**src/sv/bfe_pkg.sv**
```systemverilog
// Package for the 3x3 edge-averaging box filter: item types, register
// indexes, size constants and the state type. Depends on nothing.
`default_nettype none

package bfe_pkg;

  localparam int PIX_W             = 8;
  localparam int FRAME_W_BITS      = 9;
  localparam int FRAME_H_BITS      = 13;
  localparam int OUT_ROW_W         = 12;
  localparam int SUM_W             = 12;
  localparam int DEFAULT_MAX_WIDTH = 256;
  localparam int HEIGHT_LIMIT      = 4096;

  // Reciprocals scaled by 2**RECIP_SHIFT, rounded up; exact for the sums seen here.
  localparam int RECIP_SHIFT = 16;
  localparam int RECIP_W     = 15;
  localparam logic [RECIP_W-1:0] RECIP3 = 15'd21846;
  localparam logic [RECIP_W-1:0] RECIP9 = 15'd7282;

  localparam int CFG_IDX_W  = 2;
  localparam int CFG_DATA_W = 13;
  localparam logic [CFG_IDX_W-1:0] CFG_FRAME_WIDTH  = 2'd0;
  localparam logic [CFG_IDX_W-1:0] CFG_FRAME_HEIGHT = 2'd1;

  localparam logic [FRAME_W_BITS-1:0] RESET_WIDTH  = 9'd256;
  localparam logic [FRAME_H_BITS-1:0] RESET_HEIGHT = 13'd256;

  localparam logic CMD_PIXEL = 1'b0;
  localparam logic CMD_FLUSH = 1'b1;

  typedef struct packed {
    logic             command;
    logic [PIX_W-1:0] pixel;
  } in_item_t;

  typedef struct packed {
    logic [PIX_W-1:0] smoothed;
    logic             last_of_frame;
  } out_item_t;

  // Window sum with the number of in-frame columns and rows (1 to 3 each).
  typedef struct packed {
    logic [SUM_W-1:0] sum;
    logic [1:0]       col_cnt;
    logic [1:0]       row_cnt;
  } avg_req_t;

  typedef enum logic {
    ST_IDLE,
    ST_STEP
  } bfe_state_t;

endpackage

`default_nettype wire

```
**src/sv/bfe_line_store.sv**
```systemverilog
// Dual line store: one synchronous RAM holding the upper and middle rows
// side by side, with a registered read port. Depends on bfe_pkg.
`default_nettype none

module bfe_line_store
  import bfe_pkg::*;
#(
  parameter int DEPTH  = DEFAULT_MAX_WIDTH,
  parameter int ADDR_W = $clog2(DEFAULT_MAX_WIDTH)
) (
  input  wire logic               clk,
  input  wire logic               rd_en,
  input  wire logic [ADDR_W-1:0]  rd_addr,
  output logic      [2*PIX_W-1:0] rd_data,
  input  wire logic               wr_en,
  input  wire logic [ADDR_W-1:0]  wr_addr,
  input  wire logic [2*PIX_W-1:0] wr_data
);

  logic [2*PIX_W-1:0] mem [DEPTH];

  always_ff @(posedge clk) begin
    if (wr_en) begin
      mem[wr_addr] <= wr_data;
    end
  end

  // Read data holds until the next read, so a waiting step still sees it.
  always_ff @(posedge clk) begin
    if (rd_en) begin
      rd_data <= mem[rd_addr];
    end
  end

endmodule

`default_nettype wire

```
**src/sv/bfe_average.sv**
```systemverilog
// Divides a window sum by its pixel count (1, 2, 3, 4, 6 or 9) through a
// reciprocal multiply and shifts. Depends on bfe_pkg.
`default_nettype none

module bfe_average
  import bfe_pkg::*;
(
  input  wire avg_req_t         req,
  output logic      [PIX_W-1:0] quot
);

  localparam int PROD_W = SUM_W + RECIP_W;
  localparam int QM_W   = PIX_W + 1;

  logic               both3;
  logic               any3;
  logic [1:0]         other;
  logic [RECIP_W-1:0] recip;
  logic [PROD_W-1:0]  prod;
  logic [QM_W-1:0]    q_mul;
  logic [SUM_W-1:0]   q_shift;

  always_comb begin
    both3 = (req.col_cnt == 2'd3) && (req.row_cnt == 2'd3);
    any3  = (req.col_cnt == 2'd3) || (req.row_cnt == 2'd3);
    other = (req.col_cnt == 2'd3) ? req.row_cnt : req.col_cnt;
    recip = both3 ? RECIP9 : RECIP3;
    prod  = PROD_W'(req.sum) * PROD_W'(recip);
    q_mul = prod[RECIP_SHIFT +: QM_W];
    // Without a factor of three the count is a power of two.
    q_shift = req.sum >> ((req.col_cnt - 2'd1) + (req.row_cnt - 2'd1));
    if (both3) begin
      quot = q_mul[PIX_W-1:0];
    end else if (any3) begin
      quot = (other == 2'd2) ? q_mul[QM_W-1:1] : q_mul[PIX_W-1:0];
    end else begin
      quot = q_shift[PIX_W-1:0];
    end
  end

endmodule

`default_nettype wire

```
**src/sv/box_filter_3x3_edge_average.sv**
```systemverilog
// 3x3 mean filter with edge-aware averaging over a raster pixel stream.
// Uses bfe_pkg, bfe_line_store and bfe_average.
//
// Input channel (in_valid, in_stall, in_data): one item per raster pixel
// (command 0), then frame_width+1 flush items (command 1) after the last
// pixel drain the remaining results. A flush before the frame's pixels are
// all in is taken and dropped. Output channel (out_valid, out_stall,
// out_data): one result per frame position in raster order; the frame's
// final result carries last_of_frame, after which a new frame begins.
// A new item waits until the last one's step is done, since the line store
// entry is read when an item is taken and written back in its step through
// the single RAM. After the step a result passes through the averaging
// register and then the output register.
// Results trail the input by frame_width+1 items.
// When the receiver stalls, the output register holds its result, the
// averaging register fills, and then the step cycle waits, which in turn
// keeps in_stall high. Reset (rst_n low, synchronous) empties the pipeline,
// sets both frame registers to 256 and restarts the frame; a write to
// either frame register also restarts the frame. Line store contents are
// not cleared: entries are always written before they feed an in-frame tap.
`default_nettype none

module box_filter_3x3_edge_average
  import bfe_pkg::*;
#(
  parameter int MAX_WIDTH = DEFAULT_MAX_WIDTH
) (
  input  wire logic                  clk,
  input  wire logic                  rst_n,
  input  wire logic                  in_valid,
  output logic                       in_stall,
  input  wire in_item_t              in_data,
  output logic                       out_valid,
  input  wire logic                  out_stall,
  output out_item_t                  out_data,
  input  wire logic                  cfg_wr_en,
  input  wire logic [CFG_IDX_W-1:0]  cfg_index,
  input  wire logic [CFG_DATA_W-1:0] cfg_data
);

  localparam int COL_W  = $clog2(MAX_WIDTH);
  localparam int WCNT_W = COL_W + 1;

  logic [FRAME_W_BITS-1:0] frame_width_r;
  logic [FRAME_H_BITS-1:0] frame_height_r;
  logic [WCNT_W-1:0]       eff_w;
  logic [FRAME_H_BITS-1:0] eff_h;
  logic                    cfg_restart;

  bfe_state_t state_r, state_nxt;

  logic [FRAME_H_BITS-1:0] in_row_r, in_row_nxt;
  logic [COL_W-1:0]        in_col_r, in_col_nxt;
  logic [OUT_ROW_W-1:0]    out_row_r, out_row_nxt;
  logic [COL_W-1:0]        out_col_r, out_col_nxt;

  logic [2:0][2:0][PIX_W-1:0] window_r, window_nxt;
  logic [PIX_W-1:0]           v_r;

  logic               ls_rd_en;
  logic               ls_wr_en;
  logic [2*PIX_W-1:0] ls_rd_data;

  logic in_accept;
  logic in_frame;
  logic ignore_item;
  logic step_en;
  logic emit;
  logic last;
  logic [2:0] col_use;
  logic [2:0] row_use;
  avg_req_t   req_nxt;

  avg_req_t         div_r;
  logic             div_last_r;
  logic             div_valid_r;
  logic             div_move;
  logic             div_free;
  logic [PIX_W-1:0] quot;

  out_item_t out_data_r;
  logic      out_valid_r;

  // Effective frame size after clamping the registers.
  always_comb begin
    if (frame_width_r == '0) begin
      eff_w = WCNT_W'(1);
    end else if (32'(frame_width_r) > MAX_WIDTH) begin
      eff_w = WCNT_W'(MAX_WIDTH);
    end else begin
      eff_w = WCNT_W'(frame_width_r);
    end
    if (frame_height_r == '0) begin
      eff_h = FRAME_H_BITS'(1);
    end else if (32'(frame_height_r) > HEIGHT_LIMIT) begin
      eff_h = FRAME_H_BITS'(HEIGHT_LIMIT);
    end else begin
      eff_h = frame_height_r;
    end
  end

  always_ff @(posedge clk) begin
    if (!rst_n) begin
      frame_width_r  <= RESET_WIDTH;
      frame_height_r <= RESET_HEIGHT;
    end else if (cfg_wr_en) begin
      case (cfg_index)
        CFG_FRAME_WIDTH:  frame_width_r  <= cfg_data[FRAME_W_BITS-1:0];
        CFG_FRAME_HEIGHT: frame_height_r <= cfg_data;
        default: ;
      endcase
    end
  end

  // Only a write to an existing frame register restarts the frame.
  assign cfg_restart = cfg_wr_en &&
                       (cfg_index inside {CFG_FRAME_WIDTH, CFG_FRAME_HEIGHT});

  assign in_accept   = in_valid && !in_stall;
  assign in_frame    = in_row_r < eff_h;
  assign ignore_item = in_frame && (in_data.command == CMD_FLUSH);
  assign div_move    = div_valid_r && (!out_valid_r || !out_stall);
  assign div_free    = !div_valid_r || div_move;

  always_comb begin
    state_nxt = state_r;
    in_stall  = 1'b1;
    ls_rd_en  = 1'b0;
    step_en   = 1'b0;
    case (state_r)
      ST_IDLE: begin
        in_stall = 1'b0;
        if (in_valid && !ignore_item) begin
          ls_rd_en  = 1'b1;
          state_nxt = ST_STEP;
        end
      end
      ST_STEP: begin
        if (div_free) begin
          step_en   = 1'b1;
          state_nxt = ST_IDLE;
        end
      end
      default: state_nxt = ST_IDLE;
    endcase
  end

  always_ff @(posedge clk) begin
    if (!rst_n) begin
      state_r <= ST_IDLE;
    end else begin
      state_r <= state_nxt;
    end
  end

  // Flush slots past the last row carry zero into the window.
  always_ff @(posedge clk) begin
    if (in_accept) begin
      v_r <= in_frame ? in_data.pixel : '0;
    end
  end

  bfe_line_store #(
    .DEPTH  (MAX_WIDTH),
    .ADDR_W (COL_W)
  ) u_line_store (
    .clk     (clk),
    .rd_en   (ls_rd_en),
    .rd_addr (in_col_r),
    .rd_data (ls_rd_data),
    .wr_en   (ls_wr_en),
    .wr_addr (in_col_r),
    .wr_data ({ls_rd_data[PIX_W-1:0], v_r})
  );

  assign ls_wr_en = step_en;

  // One step: shift the window, add up the in-frame taps, advance positions.
  always_comb begin
    window_nxt[0] = window_r[1];
    window_nxt[1] = window_r[2];
    window_nxt[2] = {v_r, ls_rd_data[PIX_W-1:0], ls_rd_data[2*PIX_W-1:PIX_W]};

    emit = (in_row_r >= FRAME_H_BITS'(2)) ||
           ((in_row_r == FRAME_H_BITS'(1)) && (in_col_r != '0));

    col_use[0] = (out_col_r != '0);
    col_use[1] = 1'b1;
    col_use[2] = ({1'b0, out_col_r} + WCNT_W'(1)) < eff_w;
    row_use[0] = (out_row_r != '0);
    row_use[1] = 1'b1;
    row_use[2] = ({1'b0, out_row_r} + FRAME_H_BITS'(1)) < eff_h;

    req_nxt.sum = '0;
    for (int dc = 0; dc < 3; dc++) begin
      for (int dr = 0; dr < 3; dr++) begin
        if (col_use[dc] && row_use[dr]) begin
          req_nxt.sum = req_nxt.sum + SUM_W'(window_nxt[dc][dr]);
        end
      end
    end
    req_nxt.col_cnt = 2'd1 + {1'b0, col_use[0]} + {1'b0, col_use[2]};
    req_nxt.row_cnt = 2'd1 + {1'b0, row_use[0]} + {1'b0, row_use[2]};
    last = !col_use[2] && !row_use[2];

    if (({1'b0, in_col_r} + WCNT_W'(1)) >= eff_w) begin
      in_col_nxt = '0;
      in_row_nxt = in_row_r + FRAME_H_BITS'(1);
    end else begin
      in_col_nxt = in_col_r + COL_W'(1);
      in_row_nxt = in_row_r;
    end

    out_col_nxt = out_col_r;
    out_row_nxt = out_row_r;
    if (emit) begin
      if (!col_use[2]) begin
        out_col_nxt = '0;
        out_row_nxt = out_row_r + OUT_ROW_W'(1);
      end else begin
        out_col_nxt = out_col_r + COL_W'(1);
      end
      if (last) begin
        in_col_nxt  = '0;
        in_row_nxt  = '0;
        out_col_nxt = '0;
        out_row_nxt = '0;
      end
    end
  end

  always_ff @(posedge clk) begin
    if (!rst_n) begin
      in_row_r  <= '0;
      in_col_r  <= '0;
      out_row_r <= '0;
      out_col_r <= '0;
      window_r  <= '0;
    end else if (cfg_restart) begin
      in_row_r  <= '0;
      in_col_r  <= '0;
      out_row_r <= '0;
      out_col_r <= '0;
    end else if (step_en) begin
      in_row_r  <= in_row_nxt;
      in_col_r  <= in_col_nxt;
      out_row_r <= out_row_nxt;
      out_col_r <= out_col_nxt;
      window_r  <= window_nxt;
    end
  end

  always_ff @(posedge clk) begin
    if (!rst_n) begin
      div_valid_r <= 1'b0;
    end else if (step_en && emit) begin
      div_valid_r <= 1'b1;
    end else if (div_move) begin
      div_valid_r <= 1'b0;
    end
  end

  always_ff @(posedge clk) begin
    if (step_en && emit) begin
      div_r      <= req_nxt;
      div_last_r <= last;
    end
  end

  bfe_average u_average (
    .req  (div_r),
    .quot (quot)
  );

  always_ff @(posedge clk) begin
    if (!rst_n) begin
      out_valid_r <= 1'b0;
    end else if (div_move) begin
      out_valid_r <= 1'b1;
    end else if (!out_stall) begin
      out_valid_r <= 1'b0;
    end
  end

  always_ff @(posedge clk) begin
    if (div_move) begin
      out_data_r.smoothed      <= quot;
      out_data_r.last_of_frame <= div_last_r;
    end
  end

  assign out_valid = out_valid_r;
  assign out_data  = out_data_r;

  // The line store must never be read and written in one cycle.
  a_ls_no_overlap: assert property (@(posedge clk) disable iff (!rst_n)
    !(ls_rd_en && ls_wr_en))
    else $error("line store read and write in the same cycle");

  // Input column always lies inside the effective frame width.
  a_in_col_range: assert property (@(posedge clk) disable iff (!rst_n)
    ({1'b0, in_col_r} < eff_w))
    else $error("input column outside frame");

  // Output position always lies inside the effective frame.
  a_out_pos_range: assert property (@(posedge clk) disable iff (!rst_n)
    (({1'b0, out_col_r} < eff_w) && ({1'b0, out_row_r} < eff_h)))
    else $error("output position outside frame");

endmodule

`default_nettype wire
```
**config.mk**
```make
export PLATFORM = sky130hd
export DESIGN_NAME = box_filter_3x3_edge_average
export DESIGN_NICKNAME = d
export VERILOG_FILES = /design/src/sv/bfe_pkg.sv /design/src/sv/bfe_line_store.sv /design/src/sv/bfe_average.sv /design/src/sv/box_filter_3x3_edge_average.sv
export SDC_FILE = /design/constraint.sdc
export NUM_CORES = 2
export LEC_CHECK = 0
export CELL_PAD_IN_SITES_DETAIL_PLACEMENT = 1
export CELL_PAD_IN_SITES_GLOBAL_PLACEMENT = 1
export CORE_MARGIN = 4
export CORE_UTILIZATION = 56
export CTS_CLUSTER_DIAMETER = 60
export DETAILED_ROUTE_END_ITERATION = 7
export DONT_BUFFER_PORTS = 1
export PLACE_DENSITY = 0.77
export SYNTH_ARGS = -nofsm -noshare
export SYNTH_HDL_FRONTEND = slang
export SYNTH_HIERARCHICAL = 1
export SYNTH_SLANG_ARGS = --single-unit
```
**constraint.sdc**
```tcl
create_clock -name clk -period 12.2 [get_ports clk]
set_input_delay 1.22 -clock clk [delete_from_list [all_inputs] [get_ports clk]]
set_output_delay 1.22 -clock clk [all_outputs]
set_load 0.05 [all_outputs]
```
==> results.txt <==
Initial DRC count - 13,800
Fin Hold WS - 0.344 ns
Vias in the first global route - 100,000
Fin. Hold Viols - 0
P_int - 0.0239 W
Static Leak - 60.1 nW
WS Path Type - register to register
Top cell by count, worst path - ha_1
R2R cell count - 53
M1 WL - 183,000 um
RSZ-0062 raised after global routing - no
Antenna violations before repair - 25
Delay-heaviest family, CP - compound AO/OA/AOI/OAI gates
Max-cap violations - 0
Ys flop type - edfxtp_1
CTS Sinks - 4,260
Bufs and invs on worst path - 5
EDFF count, synth - 4,146
Most frequent cells in the layout - 4,146 x edfxtp_1, 800 x mux4_2, 576 x mux2i_1
Worst r2r src - out_col_r[0]
Crit path DAT - 11.85 ns
Gate count after technology mapping - 9,125
CP Max Fanout - 24
Top-area cell type share of the netlist area - 71.7%
Synth-to-layout area growth - 11.5%
Post-DRT Antenna Nets - 0
Vias - 95,800
Largest stage delay, worst path - 0.49 ns
First-pass GRT wire length - 738,000 um
CTS max path bufs - 4
Sequential cell area - 127,000 sq um
Fraction of the mapped netlist area in adder cells - 2.20%
Routed len/inst - 36.9 um
Die Y - 565 um
Register area share after synthesis - 73.0%
GRT Resource Usage Total - 32.3%
Initial Util - 56.2%
Resized Gates After CTS - 0
Yosys reg bits - 4,260
CP startpoint - out_col_r[0]
Clk Latency, worst-skew pair - 0.98 ns
Root Buffer - clkbuf_16
H-tree Lvls - 5
Fin crit share - 91.4%
Post-Syn Nets - 9,415
Final instance area - 194,000 sq um
Outcome - complete, no violations
Post-synth top area cell - edfxtp_1
CP endpoint kind - register
Area of the multi-input gates - 43,500 sq um
TritonCTS clock tree - built
CP max-delay cell - o41ai_1
WP depth - 53
Layout cells sized above 1 - 21.1%
DRC Markers - 0
Syn. warnings - 6
Switch Pwr - 0.00643 W
Clock-pin slew of the registers on the worst-case setup and hold paths - 0.06 ns
Startpoint types - register
Worst-Margin Slew - 1.44 ns
Largest net degree at the start of global routing - 197
Top routing layer in use - met5
Synth top area cells - edfxtp_1 72%, mux4_2 10%, mux2i_1 3.3%, ha_1 1.4%, dfxtp_1 1.3%
RD Place Congestion - 0.882
Skew final - 0.0786 ns
Reg2reg setup slack - 1.05 ns
Post-synth ARST share - 0%
Rows - 204
Dpl hpwl - 303,000 um
Met2 WL post-DR - 246,000 um
Placeable Area - 309,000 sq um
WL met3 - 61,900 um
Die ar. - 319,000 sq um
Fmax - 89.7 MHz
Clk network pwr share - 43.5%
Largest family of logic cells by synthesized area - multiplexers
Vias per inst - 6.87
RR Endpoint - div_r[14]
Worst rel slew slack - 3.57%
Xor and xnor area share after synthesis - 0.485%
Seq pwr share - 53.2%
Cell Area, Synth - 174,000 sq um
Switching Share - 21.2%
Fill cell count - 25,900
Commonest non-fill, non-tap cell in the layout - edfxtp_1
Chip Width - 565 um
Layout net count - 9,753
Min cycle time layout - 11.15 ns
Comb pwr share - 3.2%
Critical Path RT - 12.90 ns
# port buffers - 0
Worst setup path end - div_r[14]
Cell variety after synth - 106
VDD IR max - 0.000121 V
Setup TNS - 0 ns
Global route overflow - 0
I/O pin total - 40
Cell area after placement - 180,000 sq um
Synth Area in Compound Gates - 4.76%
Pwr/cell area - 157 nW/um^2
TritonCTS Buffers - 427
Post-synthesis mux area share - 14.3%
Post-synthesis average cell area - 19.0 sq um
Simple-gate share of the synthesized area - 3.16%
WL final - 514,000 um
Drt pass-1 iters - 6
Worst hold path class - input port to register
Count of pins over their slew limit - 0
Finish-stage setup viols - 0
power groups by stage:
stage | logic, W | clock network, W | registers (W)
floorplan | 0.000500 | 0 | 0.0166
global placement | 0.000906 | 0 | 0.0164
detailed placement | 0.000961 | 0 | 0.0164
CTS | 0.000973 | 0.0133 | 0.0161
global route | 0.00104 | 0.0140 | 0.0161
finish | 0.000978 | 0.0132 | 0.0161
state kept, by name (all words and copies together), names as in the netlist:
register	flops
div_last_r	1
div_r	16
div_valid_r	1
frame_height_r	13
frame_width_r	9
in_col_r	8
in_row_r	13
out_col_r	8
out_data	9
out_row_r	12
out_valid	1
state_r	1
u_line_store/mem	4096
u_line_store/rd_data	16
v_r	8
window_nxt	48
per-layer routing:
metal  up-vias  track usage (%)
met5         -                0
met4        12             12.3
met1     50000             43.2
met2      6597             51.2
li1      38000                -
met3      1196             8.80
worst min-delay path by stage:
stage | startpoint | endpoint | slack, ns | cells past startpoint
after floorplan | div_last_r | out_data[0] | 0.40 | 0
after global placement | div_last_r | out_data[0] | 0.44 | 0
after detailed placement | div_last_r | out_data[0] | 0.41 | 0
final | rst_n | frame_height_r[8] | 0.34 | 1
after global routing | rst_n | frame_height_r[8] | 0.31 | 1
after CTS | rst_n | frame_height_r[8] | 0.26 | 1
final cells by class:
class	count	share of cell area [%]
Antenna cell	10	0.0129
Clock buffer	510	5.76
Timing Repair Buffer	416	1.76
Sequential cell	4260	65.5
Inverter	187	0.369
Multi-Input combinational cell	4171	22.5
Clock inverter	271	1.46
Tap cell	4120	2.66
cell usage after synthesis (93+ instances only):
master,count
mux2i_1,576
nand2_1,281
edfxtp_1,4146
o221ai_1,252
dfxtp_1,114
a21oi_1,270
mux2_2,93
nor3_1,119
mux4_2,800
inv_1,183
clkbuf_1,276
o21ai_0,110
o22ai_1,150
ha_1,191
nor2_1,437
logic make-up after synthesis:
| family | Yosys count |
|---|---|
| AO/OA/AOI/OAI | 1177 |
| AND/OR/NAND/NOR | 1170 |
| buffers and inverters | 694 |
| multiplexers | 1469 |
| flip-flops | 4260 |
| adder cells (fa/ha/maj) | 263 |
| XOR/XNOR | 92 |
metrics by stage:
step / util, % / total power (W) / setup slack [ns] / cells
after floorplan: - / 0.0171 / 2.71 / 9125
after global placement: 58.1 / 0.0174 / 1.18 / 13200
after detailed placement: 58.1 / 0.0174 / 0.974 / 13200
after CTS: 62.7 / 0.0304 / 0.935 / 13900
after global routing: 62.7 / 0.0312 / 0.0597 / 13900
final: 62.7 / 0.0303 / 1.05 / 13900
worst reg2reg max path, delay by kind of cell (launching register included):
family          cells  cell delay (ns)
compound gates     19             3.56
fa+ha+maj          11             3.24
simple gates       15             2.70
buf+inv             5             0.67
xor+xnor            3             0.43
flops               1             0.33
repair_timing:
action | in CTS | in global routing
hold buffers | 0 | 0
setup endpoints to repair | 0 | 2
buffers inserted | 0 | 3
Note: power is estimated with default switching activity, not from simulation.
